$ cat src/design/dedr_pkg.sv
package dedr_pkg;

    localparam int COORD_W   = 20;
    localparam int NORM_W    = 16;
    localparam int STEP_W    = 13;
    localparam int GEO_W     = 32;
    localparam int PERP_W    = 40;
    localparam int SKIP_W    = 5;
    localparam int PT_W      = 3 * COORD_W;

    // Coordinate differences, shared multiplier product, sum of squares, root.
    localparam int DIFF_W    = COORD_W + 1;
    localparam int PROD_W    = 2 * DIFF_W;
    localparam int SQ_W      = 44;
    localparam int ROOT_W    = SQ_W / 2;

    // Iteration counts of the sequenced units.
    localparam int MOD_ITER  = STEP_W - 1;
    localparam int SQRT_ITER = SQ_W / 2;
    localparam int MAC_TERMS = 3;
    localparam int CNT_W     = 5;

    localparam logic [SKIP_W-1:0] SKIP_RESET = 5'd5;

    typedef enum logic [3:0] {
        CMD_NONE,
        CMD_LOAD,
        CMD_PREP,
        CMD_MOD,
        CMD_SQ,
        CMD_SQRT,
        CMD_GEO,
        CMD_PERP,
        CMD_FIN
    } cmd_op_t;

    typedef struct packed {
        cmd_op_t            op;
        logic [CNT_W-1:0]   idx;
    } dp_cmd_t;

    typedef struct packed {
        logic edge_pix;
        logic no_edge;
        logic capped;
        logic mod_zero;
        logic out_free;
    } dp_status_t;

endpackage

$ cat src/design/dedr_ram.sv
module dedr_ram #(
    parameter int WIDTH = 60,
    parameter int DEPTH = 16,
    localparam int AW = (DEPTH > 1) ? $clog2(DEPTH) : 1
) (
    input  logic             clk,
    input  logic             wr_en,
    input  logic [AW-1:0]    wr_addr,
    input  logic [WIDTH-1:0] wr_data,
    input  logic             rd_en,
    input  logic [AW-1:0]    rd_addr,
    output logic [WIDTH-1:0] rd_data
);

    logic [WIDTH-1:0] mem [DEPTH];

    always_ff @(posedge clk)
    begin
        if (wr_en)
        begin
            mem[wr_addr] <= wr_data;
        end
        if (rd_en)
        begin
            rd_data <= mem[rd_addr];
        end
    end

endmodule

$ cat src/design/dedr_ctrl.sv
module dedr_ctrl import dedr_pkg::*; (
    input  logic       clk,
    input  logic       rst_n,
    input  logic       in_valid,
    output logic       in_ready,
    input  dp_status_t status,
    output dp_cmd_t    cmd
);

    typedef enum logic [7:0] {
        S_IDLE = 8'b0000_0001,
        S_PREP = 8'b0000_0010,
        S_MOD  = 8'b0000_0100,
        S_SQ   = 8'b0000_1000,
        S_SQRT = 8'b0001_0000,
        S_GEO  = 8'b0010_0000,
        S_PERP = 8'b0100_0000,
        S_FIN  = 8'b1000_0000
    } state_t;

    state_t           state_reg, state_next;
    logic [CNT_W-1:0] cnt_reg, cnt_next;

    always_ff @(posedge clk or negedge rst_n)
    begin
        if (!rst_n)
        begin
            state_reg <= S_IDLE;
            cnt_reg   <= '0;
        end
        else
        begin
            state_reg <= state_next;
            cnt_reg   <= cnt_next;
        end
    end

    always_comb
    begin
        state_next = state_reg;
        cnt_next   = cnt_reg;
        cmd.op     = CMD_NONE;
        cmd.idx    = cnt_reg;
        in_ready   = 1'b0;
        case (state_reg)
            S_IDLE:
            begin
                in_ready = 1'b1;
                if (in_valid)
                begin
                    cmd.op     = CMD_LOAD;
                    state_next = S_PREP;
                end
            end
            S_PREP:
            begin
                cmd.op = CMD_PREP;
                if (status.edge_pix || status.no_edge)
                begin
                    state_next = S_FIN;
                end
                else if (status.capped)
                begin
                    state_next = S_PERP;
                    cnt_next   = '0;
                end
                else
                begin
                    state_next = S_MOD;
                    cnt_next   = CNT_W'(MOD_ITER - 1);
                end
            end
            S_MOD:
            begin
                cmd.op = CMD_MOD;
                if (cnt_reg == '0)
                begin
                    // A sample is due when the new count is a multiple of the skip.
                    state_next = status.mod_zero ? S_SQ : S_PERP;
                end
                else
                begin
                    cnt_next = cnt_reg - 1'b1;
                end
            end
            S_SQ:
            begin
                cmd.op = CMD_SQ;
                if (cnt_reg == CNT_W'(MAC_TERMS))
                begin
                    state_next = S_SQRT;
                    cnt_next   = CNT_W'(SQRT_ITER - 1);
                end
                else
                begin
                    cnt_next = cnt_reg + 1'b1;
                end
            end
            S_SQRT:
            begin
                cmd.op = CMD_SQRT;
                if (cnt_reg == '0)
                begin
                    state_next = S_GEO;
                end
                else
                begin
                    cnt_next = cnt_reg - 1'b1;
                end
            end
            S_GEO:
            begin
                cmd.op     = CMD_GEO;
                state_next = S_PERP;
                cnt_next   = '0;
            end
            S_PERP:
            begin
                cmd.op = CMD_PERP;
                if (cnt_reg == CNT_W'(MAC_TERMS))
                begin
                    state_next = S_FIN;
                end
                else
                begin
                    cnt_next = cnt_reg + 1'b1;
                end
            end
            S_FIN:
            begin
                if (status.out_free)
                begin
                    cmd.op     = CMD_FIN;
                    state_next = S_IDLE;
                end
            end
            default:
            begin
                state_next = S_IDLE;
            end
        endcase
    end

endmodule

$ cat src/design/dedr_datapath.sv
module dedr_datapath import dedr_pkg::*; #(
    parameter int MAX_SKIP    = 16,
    parameter int MAX_RAY_LEN = 4096
) (
    input  logic                     clk,
    input  logic                     rst_n,
    input  dp_cmd_t                  cmd,
    output dp_status_t               status,
    input  logic                     cfg_we,
    input  logic [SKIP_W-1:0]        cfg_wdata,
    input  logic                     ray_start,
    input  logic                     edge_flag,
    input  logic signed [COORD_W-1:0] point_x,
    input  logic signed [COORD_W-1:0] point_y,
    input  logic signed [COORD_W-1:0] point_depth,
    input  logic signed [NORM_W-1:0]  normal_x,
    input  logic signed [NORM_W-1:0]  normal_y,
    input  logic signed [NORM_W-1:0]  normal_z,
    output logic                     out_valid,
    input  logic                     out_ready,
    output logic signed [STEP_W-1:0] steps_since_edge,
    output logic [GEO_W-1:0]         geodesic_dist,
    output logic signed [PERP_W-1:0] proj_dist
);

    localparam int HAW      = (MAX_SKIP > 1) ? $clog2(MAX_SKIP) : 1;
    localparam int SKW      = $clog2(MAX_SKIP + 1);
    localparam int IW       = SKW + 1;
    localparam int STEP_CAP = (MAX_RAY_LEN - 1 < 4095) ? MAX_RAY_LEN - 1 : 4095;

    // Configuration and ray state.
    logic [SKIP_W-1:0]        skip_reg;
    logic signed [STEP_W-1:0] step_reg;
    logic [GEO_W-1:0]         geo_reg;
    logic [PT_W-1:0]          edge_pt_reg;
    logic [MAX_SKIP-1:0]      valid_reg;
    logic [HAW-1:0]           wp_reg;
    logic                     out_valid_reg;

    // Current item.
    logic                     edge_reg;
    logic [PT_W-1:0]          cur_pt_reg;
    logic [3*NORM_W-1:0]      norm_reg;

    // Sequenced arithmetic.
    logic                     old_valid_reg;
    logic [IW-1:0]            rem_reg;
    logic signed [PROD_W-1:0] prod_reg;
    logic [SQ_W-1:0]          sq_reg;
    logic [SQ_W-1:0]          res_reg;
    logic [PERP_W-1:0]        perp_reg;

    logic signed [STEP_W-1:0] steps_out_reg;
    logic [GEO_W-1:0]         geo_out_reg;
    logic [PERP_W-1:0]        perp_out_reg;

    logic [SKW-1:0]           skip_eff;
    logic [IW-1:0]            rd_sum;
    logic [HAW-1:0]           rd_addr;
    logic [HAW-1:0]           wp_inc;
    logic [PT_W-1:0]          rd_data;
    logic [IW-1:0]            rem_try;
    logic [IW-1:0]            rem_next;
    logic signed [COORD_W-1:0] c_cur, c_old, c_edge;
    logic signed [NORM_W-1:0]  c_norm;
    logic signed [DIFF_W-1:0]  mul_a, mul_b;
    logic signed [PROD_W-1:0]  mul_p;
    logic [SQ_W-1:0]          bit_val;
    logic [SQ_W-1:0]          trial;
    logic [GEO_W:0]           geo_sum;
    logic                     out_free;
    logic                     hist_we;

    always_comb
    begin
        if ({{(32-SKIP_W){1'b0}}, skip_reg} > 32'(MAX_SKIP))
        begin
            skip_eff = SKW'(MAX_SKIP);
        end
        else if (skip_reg == '0)
        begin
            skip_eff = SKW'(1);
        end
        else
        begin
            skip_eff = SKW'(skip_reg);
        end
    end

    // History slot written skip steps back, wrapping around the line.
    assign rd_sum  = (IW'(wp_reg) >= IW'(skip_eff)) ? IW'(wp_reg) - IW'(skip_eff)
                   : IW'(wp_reg) + IW'(MAX_SKIP) - IW'(skip_eff);
    assign rd_addr = rd_sum[HAW-1:0];
    assign wp_inc  = (wp_reg == HAW'(MAX_SKIP - 1)) ? '0 : wp_reg + 1'b1;

    // One bit of the restoring remainder of the step count by the skip.
    assign rem_try  = {rem_reg[IW-2:0], step_reg[cmd.idx[3:0]]};
    assign rem_next = (rem_try >= IW'(skip_eff)) ? rem_try - IW'(skip_eff) : rem_try;

    always_comb
    begin
        case (cmd.idx[1:0])
            2'd1:
            begin
                c_cur  = cur_pt_reg[2*COORD_W-1:COORD_W];
                c_old  = rd_data[2*COORD_W-1:COORD_W];
                c_edge = edge_pt_reg[2*COORD_W-1:COORD_W];
                c_norm = norm_reg[2*NORM_W-1:NORM_W];
            end
            2'd2:
            begin
                c_cur  = cur_pt_reg[COORD_W-1:0];
                c_old  = rd_data[COORD_W-1:0];
                c_edge = edge_pt_reg[COORD_W-1:0];
                c_norm = norm_reg[NORM_W-1:0];
            end
            default:
            begin
                c_cur  = cur_pt_reg[3*COORD_W-1:2*COORD_W];
                c_old  = rd_data[3*COORD_W-1:2*COORD_W];
                c_edge = edge_pt_reg[3*COORD_W-1:2*COORD_W];
                c_norm = norm_reg[3*NORM_W-1:2*NORM_W];
            end
        endcase
        // A history slot not written since the ray began reads as the origin.
        if (!old_valid_reg)
        begin
            c_old = '0;
        end
        if (cmd.op == CMD_SQ)
        begin
            mul_a = DIFF_W'(c_cur) - DIFF_W'(c_old);
            mul_b = mul_a;
        end
        else
        begin
            mul_a = DIFF_W'(c_norm);
            mul_b = DIFF_W'(c_edge) - DIFF_W'(c_cur);
        end
    end

    assign mul_p = mul_a * mul_b;

    assign bit_val = SQ_W'(1) << {cmd.idx, 1'b0};
    assign trial   = res_reg + bit_val;
    assign geo_sum = {1'b0, geo_reg} + (GEO_W + 1)'(res_reg[ROOT_W-1:0]);

    assign out_free = !out_valid_reg || out_ready;
    assign hist_we  = (cmd.op == CMD_FIN);

    assign status.edge_pix = edge_reg;
    assign status.no_edge  = step_reg[STEP_W-1];
    assign status.capped   = step_reg >= STEP_W'(STEP_CAP);
    assign status.mod_zero = (rem_next == '0);
    assign status.out_free = out_free;

    dedr_ram #(
        .WIDTH (PT_W),
        .DEPTH (MAX_SKIP)
    ) u_hist (
        .clk     (clk),
        .wr_en   (hist_we),
        .wr_addr (wp_reg),
        .wr_data (cur_pt_reg),
        .rd_en   (cmd.op == CMD_PREP),
        .rd_addr (rd_addr),
        .rd_data (rd_data)
    );

    always_ff @(posedge clk or negedge rst_n)
    begin
        if (!rst_n)
        begin
            skip_reg      <= SKIP_RESET;
            step_reg      <= '1;
            geo_reg       <= '0;
            edge_pt_reg   <= '0;
            valid_reg     <= '0;
            wp_reg        <= '0;
            out_valid_reg <= 1'b0;
        end
        else
        begin
            if (cfg_we)
            begin
                skip_reg <= cfg_wdata;
            end
            if (cmd.op == CMD_FIN)
            begin
                out_valid_reg <= 1'b1;
            end
            else if (out_ready)
            begin
                out_valid_reg <= 1'b0;
            end
            case (cmd.op)
                CMD_LOAD:
                begin
                    if (ray_start)
                    begin
                        step_reg    <= '1;
                        geo_reg     <= '0;
                        edge_pt_reg <= '0;
                        valid_reg   <= '0;
                        wp_reg      <= '0;
                    end
                end
                CMD_PREP:
                begin
                    if (edge_reg)
                    begin
                        step_reg    <= '0;
                        geo_reg     <= '0;
                        edge_pt_reg <= cur_pt_reg;
                    end
                    else if (!status.no_edge && !status.capped)
                    begin
                        step_reg <= step_reg + 1'b1;
                    end
                end
                CMD_GEO:
                begin
                    geo_reg <= geo_sum[GEO_W] ? '1 : geo_sum[GEO_W-1:0];
                end
                CMD_FIN:
                begin
                    valid_reg[wp_reg] <= 1'b1;
                    wp_reg            <= wp_inc;
                end
                default:
                begin
                end
            endcase
        end
    end

    always_ff @(posedge clk)
    begin
        case (cmd.op)
            CMD_LOAD:
            begin
                edge_reg   <= edge_flag;
                cur_pt_reg <= {point_x, point_y, point_depth};
                norm_reg   <= {normal_x, normal_y, normal_z};
            end
            CMD_PREP:
            begin
                old_valid_reg <= valid_reg[rd_addr];
                rem_reg       <= '0;
                perp_reg      <= '0;
            end
            CMD_MOD:
            begin
                rem_reg <= rem_next;
            end
            CMD_SQ:
            begin
                prod_reg <= mul_p;
                if (cmd.idx == '0)
                begin
                    sq_reg  <= '0;
                    res_reg <= '0;
                end
                else
                begin
                    sq_reg <= sq_reg + SQ_W'($unsigned(prod_reg));
                end
            end
            CMD_SQRT:
            begin
                if (sq_reg >= trial)
                begin
                    sq_reg  <= sq_reg - trial;
                    res_reg <= (res_reg >> 1) + bit_val;
                end
                else
                begin
                    res_reg <= res_reg >> 1;
                end
            end
            CMD_PERP:
            begin
                prod_reg <= mul_p;
                if (cmd.idx == '0)
                begin
                    perp_reg <= '0;
                end
                else
                begin
                    perp_reg <= perp_reg + prod_reg[PERP_W-1:0];
                end
            end
            CMD_FIN:
            begin
                steps_out_reg <= step_reg;
                geo_out_reg   <= geo_reg;
                perp_out_reg  <= perp_reg;
            end
            default:
            begin
            end
        endcase
    end

    assign out_valid        = out_valid_reg;
    assign steps_since_edge = steps_out_reg;
    assign geodesic_dist    = geo_out_reg;
    assign proj_dist        = $signed(perp_out_reg);

endmodule

$ cat src/design/diagonal_edge_distance_ray.sv
// Edge distance features along one diagonal ray of pixels.
// Pixels arrive in ray order on the input channel (in_valid / in_ready); a
// pixel with ray_start set clears the ray state before it is processed. Each
// request yields exactly one result on the output channel (out_valid /
// out_ready): steps since the last edge, the sampled geodesic path length and
// the projected distance of the pixel to the edge point along its normal.
// sample_skip is written through cfg_we / cfg_wdata; the user must write it
// only while no pixel is in flight; the block itself has no guard for this. It
// takes effect on the next pixel. Pixels are handled one at a time: an edge
// pixel or a pixel before any edge goes from preparation to the result, a
// pixel past a saturated count takes only the projection, a pixel without a
// sample also the remainder and one with a sample also the squared distance,
// root and geodesic update; the result enters the output register in the
// cycle before the next pixel can be accepted. The long cases are set by the
// bit-serial remainder of the count by the skip, the shared 21x21 multiplier
// and the bit-pair square root.
// The result sits in an output register; while the receiver stalls, the next
// pixel is still accepted and worked on, and holds only at its final step.
// Reset clears the ray state, the history valid bits and sample_skip to 5.
module diagonal_edge_distance_ray import dedr_pkg::*; #(
    parameter int MAX_SKIP    = 16,
    parameter int MAX_RAY_LEN = 4096
) (
    input  logic                      clk,
    input  logic                      rst_n,
    input  logic                      cfg_we,
    input  logic [SKIP_W-1:0]         cfg_wdata,
    input  logic                      in_valid,
    output logic                      in_ready,
    input  logic                      ray_start,
    input  logic                      edge_flag,
    input  logic signed [COORD_W-1:0] point_x,
    input  logic signed [COORD_W-1:0] point_y,
    input  logic signed [COORD_W-1:0] point_depth,
    input  logic signed [NORM_W-1:0]  normal_x,
    input  logic signed [NORM_W-1:0]  normal_y,
    input  logic signed [NORM_W-1:0]  normal_z,
    output logic                      out_valid,
    input  logic                      out_ready,
    output logic signed [STEP_W-1:0]  steps_since_edge,
    output logic [GEO_W-1:0]          geodesic_dist,
    output logic signed [PERP_W-1:0]  proj_dist
);

    dp_cmd_t    cmd;
    dp_status_t status;

    dedr_ctrl u_ctrl (
        .clk      (clk),
        .rst_n    (rst_n),
        .in_valid (in_valid),
        .in_ready (in_ready),
        .status   (status),
        .cmd      (cmd)
    );

    dedr_datapath #(
        .MAX_SKIP    (MAX_SKIP),
        .MAX_RAY_LEN (MAX_RAY_LEN)
    ) u_dp (
        .clk              (clk),
        .rst_n            (rst_n),
        .cmd              (cmd),
        .status           (status),
        .cfg_we           (cfg_we),
        .cfg_wdata        (cfg_wdata),
        .ray_start        (ray_start),
        .edge_flag        (edge_flag),
        .point_x          (point_x),
        .point_y          (point_y),
        .point_depth      (point_depth),
        .normal_x         (normal_x),
        .normal_y         (normal_y),
        .normal_z         (normal_z),
        .out_valid        (out_valid),
        .out_ready        (out_ready),
        .steps_since_edge (steps_since_edge),
        .geodesic_dist    (geodesic_dist),
        .proj_dist        (proj_dist)
    );

endmodule
$ cat config.mk
export PLATFORM = sky130hd
export DESIGN_NAME = diagonal_edge_distance_ray
export DESIGN_NICKNAME = d
export VERILOG_FILES = /design/src/design/dedr_pkg.sv /design/src/design/dedr_ram.sv /design/src/design/dedr_ctrl.sv /design/src/design/dedr_datapath.sv /design/src/design/diagonal_edge_distance_ray.sv
export SDC_FILE = /design/constraint.sdc
export NUM_CORES = 2
export LEC_CHECK = 0
export BUFFER_PORTS_ARGS = -buffer_cell sky130_fd_sc_hd__buf_2
export CAP_MARGIN = 20
export CELL_PAD_IN_SITES_DETAIL_PLACEMENT = 1
export CELL_PAD_IN_SITES_GLOBAL_PLACEMENT = 2
export CORE_MARGIN = 2
export CORE_UTILIZATION = 35
export CTS_CLUSTER_SIZE = 10
export DETAILED_ROUTE_END_ITERATION = 10
export PLACE_DENSITY_LB_ADDON = 0.1
export REMOVE_ABC_BUFFERS = 1
export SLEW_MARGIN = 25
export SYNTH_ARGS = -nofsm -noshare
export SYNTH_HDL_FRONTEND = slang
export SYNTH_SLANG_ARGS = --single-unit
$ cat constraint.sdc
create_clock -name clk -period 11.4 [get_ports clk]
set_clock_uncertainty 0.2 [all_clocks]
set_input_delay 0.57 -clock clk [delete_from_list [all_inputs] [get_ports clk]]
set_output_delay 0.57 -clock clk [all_outputs]
set_load 0.01 [all_outputs]
==> results.yml <==
sta:
  timing_max_transition_violations_final: 0
  rsz0062_at_grt: "no"
  hold_viol_final: 0
  setup-violations-final: 0
  final_period_minus_worst_setup_slack_ns: 10.79
  fin_setup_tns_ns: 0
  max-slew-margin-rel_pct: 29.59
  worstMarginPinSlew_ns: 1.049
  maxClockFrequency_mhz: 92.64
  setup_slack_ns: 0.6058
  finalCritPeriodShare_pct: 94.69
die:
  chipWidth_um: 504.1
  core-area_sq_um: 248700
  die_y_um: 504.1
  io_pins: 207
  start_util_pct: 35.20
  floorplan.die_area_sq_um: 254100
  floorplan.rows: 183
grt:
  pin_count_of_the_biggest_net_entering_global_routing: 123
  overflow: 0
  grt_pass1_vias: 62193
  grt_pass1_wl_um: 416100
  antenna_found_initial: 5
  groute.usage.overall_pct: 21.71
layout:
  flip_flop_count_of_the_largest_register_after_layout: 960
  synthToLayoutAreaGrowth_pct: 15.78
  nFillCells: 26071
  finalNetCount: 8377
  ratio_of_cells_with_drive_above_1_in_the_final_layout_pct: 14.46
  final_util_pct: 40.75
  largest_register: "u_dp.u_hist.mem"
  post_route_cell_area_sq_um: 101300
setup_path:
  reg2reg_setup_slack_ns: 0.61
  crit_fanout: 12
  reg2reg_from: "u_ctrl.cnt_reg[1]$_DFFE_PN0P_"
  crit_arrival_ns: 11.16
  rr_worst_depth: 43
  worstSetupStartpointType: "flop"
  critical_path_required_ns: 11.76
  critical-path-slowest-cell: "sky130_fd_sc_hd__fa_1"
  max_stage_delay_ns: 0.55
  setup.worst_path.end_class: "flop"
  critical-path-top-cell-by-count: "sky130_fd_sc_hd__fa_1"
  setup.worst_path.class: "reg2reg"
  r2r_endpoint: "u_dp.prod_reg[41]$_DFFE_PP_"
  crit_start: "u_ctrl.cnt_reg[1]$_DFFE_PN0P_"
place:
  gp_congestion: 0.8340
  buffer_ports.inserted: 206
  dp.final_hpwl_um: 192400
  dpl_cell_area_sq_um: 94210
  place_ws_ns: -0.09607
drt:
  drt_pass1_iterations: 7
  drt_total_wl_um: 277600
  detailed_router_s_first_iteration_violation_count: 3336
  wire_per_inst_um: 25.44
  via_count: 57122
  drcViolationCount: 0
  via_density: 5.235
  postRouteAntennaNets: 0
synth:
  yosysUniqueCellTypes: 98
  mappedNetlistArea_sq_um: 87530
  synth-warning-count: 0
  register_bit_total_from_synthesis: 1534
  synth_largest_area_cell: "sky130_fd_sc_hd__edfxtp_1"
  synth_cells: 6920
  synth_flop_cell: "sky130_fd_sc_hd__edfxtp_1"
  synth.yosys.seq_area_share_pct: 51.83
  synth_top_cells_by_area: "sky130_fd_sc_hd__edfxtp_1, sky130_fd_sc_hd__fa_1, sky130_fd_sc_hd__mux4_2"
  synth.most_common_cell: "sky130_fd_sc_hd__edfxtp_1"
  synth_top_area_share_pct: 47.69
  synth_async_sr_flop_share_pct: 9.387
  synth.cells.most_frequent: "sky130_fd_sc_hd__edfxtp_1, sky130_fd_sc_hd__nand2_1, sky130_fd_sc_hd__inv_1, sky130_fd_sc_hd__fa_1, sky130_fd_sc_hd__nor2_1"
  synth-edff-count: 1390
  syn_area_per_cell_sq_um: 12.65
clock_network:
  clock_tree.htree_level_count: 4
  number_of_buffers_inserted_during_clock_tree_synthesis: 184
  root_buffer: "sky130_fd_sc_hd__clkbuf_16"
  clk_pin_slew_worst_paths_ns: 0.06
  clkSinkCount: 1534
  worst_skew_late_latency_ns: 0.85
  clockBufferDepth: 3
  cts_tree: "yes"
job:
  maxCapViolations: 0
run_status:
  outcome: "complete, no violations"
worst_hold_path:
  hold_path.class: "in2async"
==> layout make-up <==
class	instances	area (sq um)	area share [%]
repair buffers	625	4825	4.761
clock inverters	38	593.1	0.5852
well taps	3330	4167	4.111
clock buffers	296	5075	5.008
flip-flops and latches	1534	45360	44.76
inverters	617	2321	2.290
diodes	2	5.005	0.004939
multi-input cells	4470	38990	38.48
==> cells by family after synthesis <==
family	Yosys count	synth area share (%)
and+or+nand+nor	1772	9.087
muxes	263	6.548
DFF	1534	51.83
AOI/OAI and AO/OA	1312	9.732
xor gates and xnor gates	296	2.962
buffers and inverters	916	4.023
adders and majority gates	827	15.82
==> placed cells by master, fill, tap and decap left out, drive strengths merged, types with 28 or more instances in the layout <==
master	instances
edfxtp	1390
nand2	780
inv	622
buf	499
fa	467
nor2	414
ha	358
a21oi	306
clkbuf	298
mux4	247
o21ai	242
xnor2	168
nand3	140
a21o	140
a31oi	131
dfrtp	128
xor2	128
dlygate4sd3	124
and2	114
a211oi	108
a22oi	78
nor3	68
o21a	63
nand2b	52
nor2b	44
o21bai	41
o22ai	40
nand4	37
o211ai	37
and3	35
clkinv	28
==> critical path, delay by kind of cell, from the launching register on <==
family / cells / cell delay (ns)
xor+xnor: 2 / 0.29
flops: 1 / 0.42
compound gates: 15 / 2.93
simple gates: 3 / 0.46
buf+inv: 12 / 1.32
fa+ha+maj: 11 / 4.91
==> routing by layer <==
layer  up-vias  track usage (%)  part of all wire (%)
li1      25986                -                     -
met1     30015            29.40                    45
met2       848            37.72                    50
met3       273            2.308                   3.0
met4         0            4.329                   1.7
met5         -                0                     0
==> worst max path at each step <==
stage	to	slack, ns	cells past startpoint
floorplan	u_dp.prod_reg[41]$_DFFE_PP_	-1.71	38
global placement	u_dp.prod_reg[41]$_DFFE_PP_	0.07	40
detailed placement	u_dp.prod_reg[41]$_DFFE_PP_	-0.1	40
CTS	u_dp.prod_reg[41]$_DFFE_PP_	0.02	43
global route	u_dp.prod_reg[41]$_DFFE_PP_	0.005	43
finish	u_dp.prod_reg[41]$_DFFE_PP_	0.61	43
==> metrics by stage <==
stage / hold WS (ns) / cells
floorplan: 0.07441 / 6621
global placement: 0.2495 / 10444
detailed placement: 0.2497 / 10445
CTS: 0.03506 / 10903
global route: 0.08547 / 10912
finish: 0.07422 / 10912
==> what timing repair did <==
| item | in CTS | in global routing |
|---|---|---|
| endpoints found under the setup margin | 1 | 11 |
| pin swaps | 0 | 5 |
| resized for setup | 1 | 22 |
| hold buffers | 124 | 0 |
| endpoints found under the hold margin | 163 | 0 |
| gates cloned | 0 | 2 |
| setup buffers | 0 | 5 |
Power is left out: the tool's default activity adds up to more than one toggle a clock period on the data nets, which glitch-free logic cannot reach.
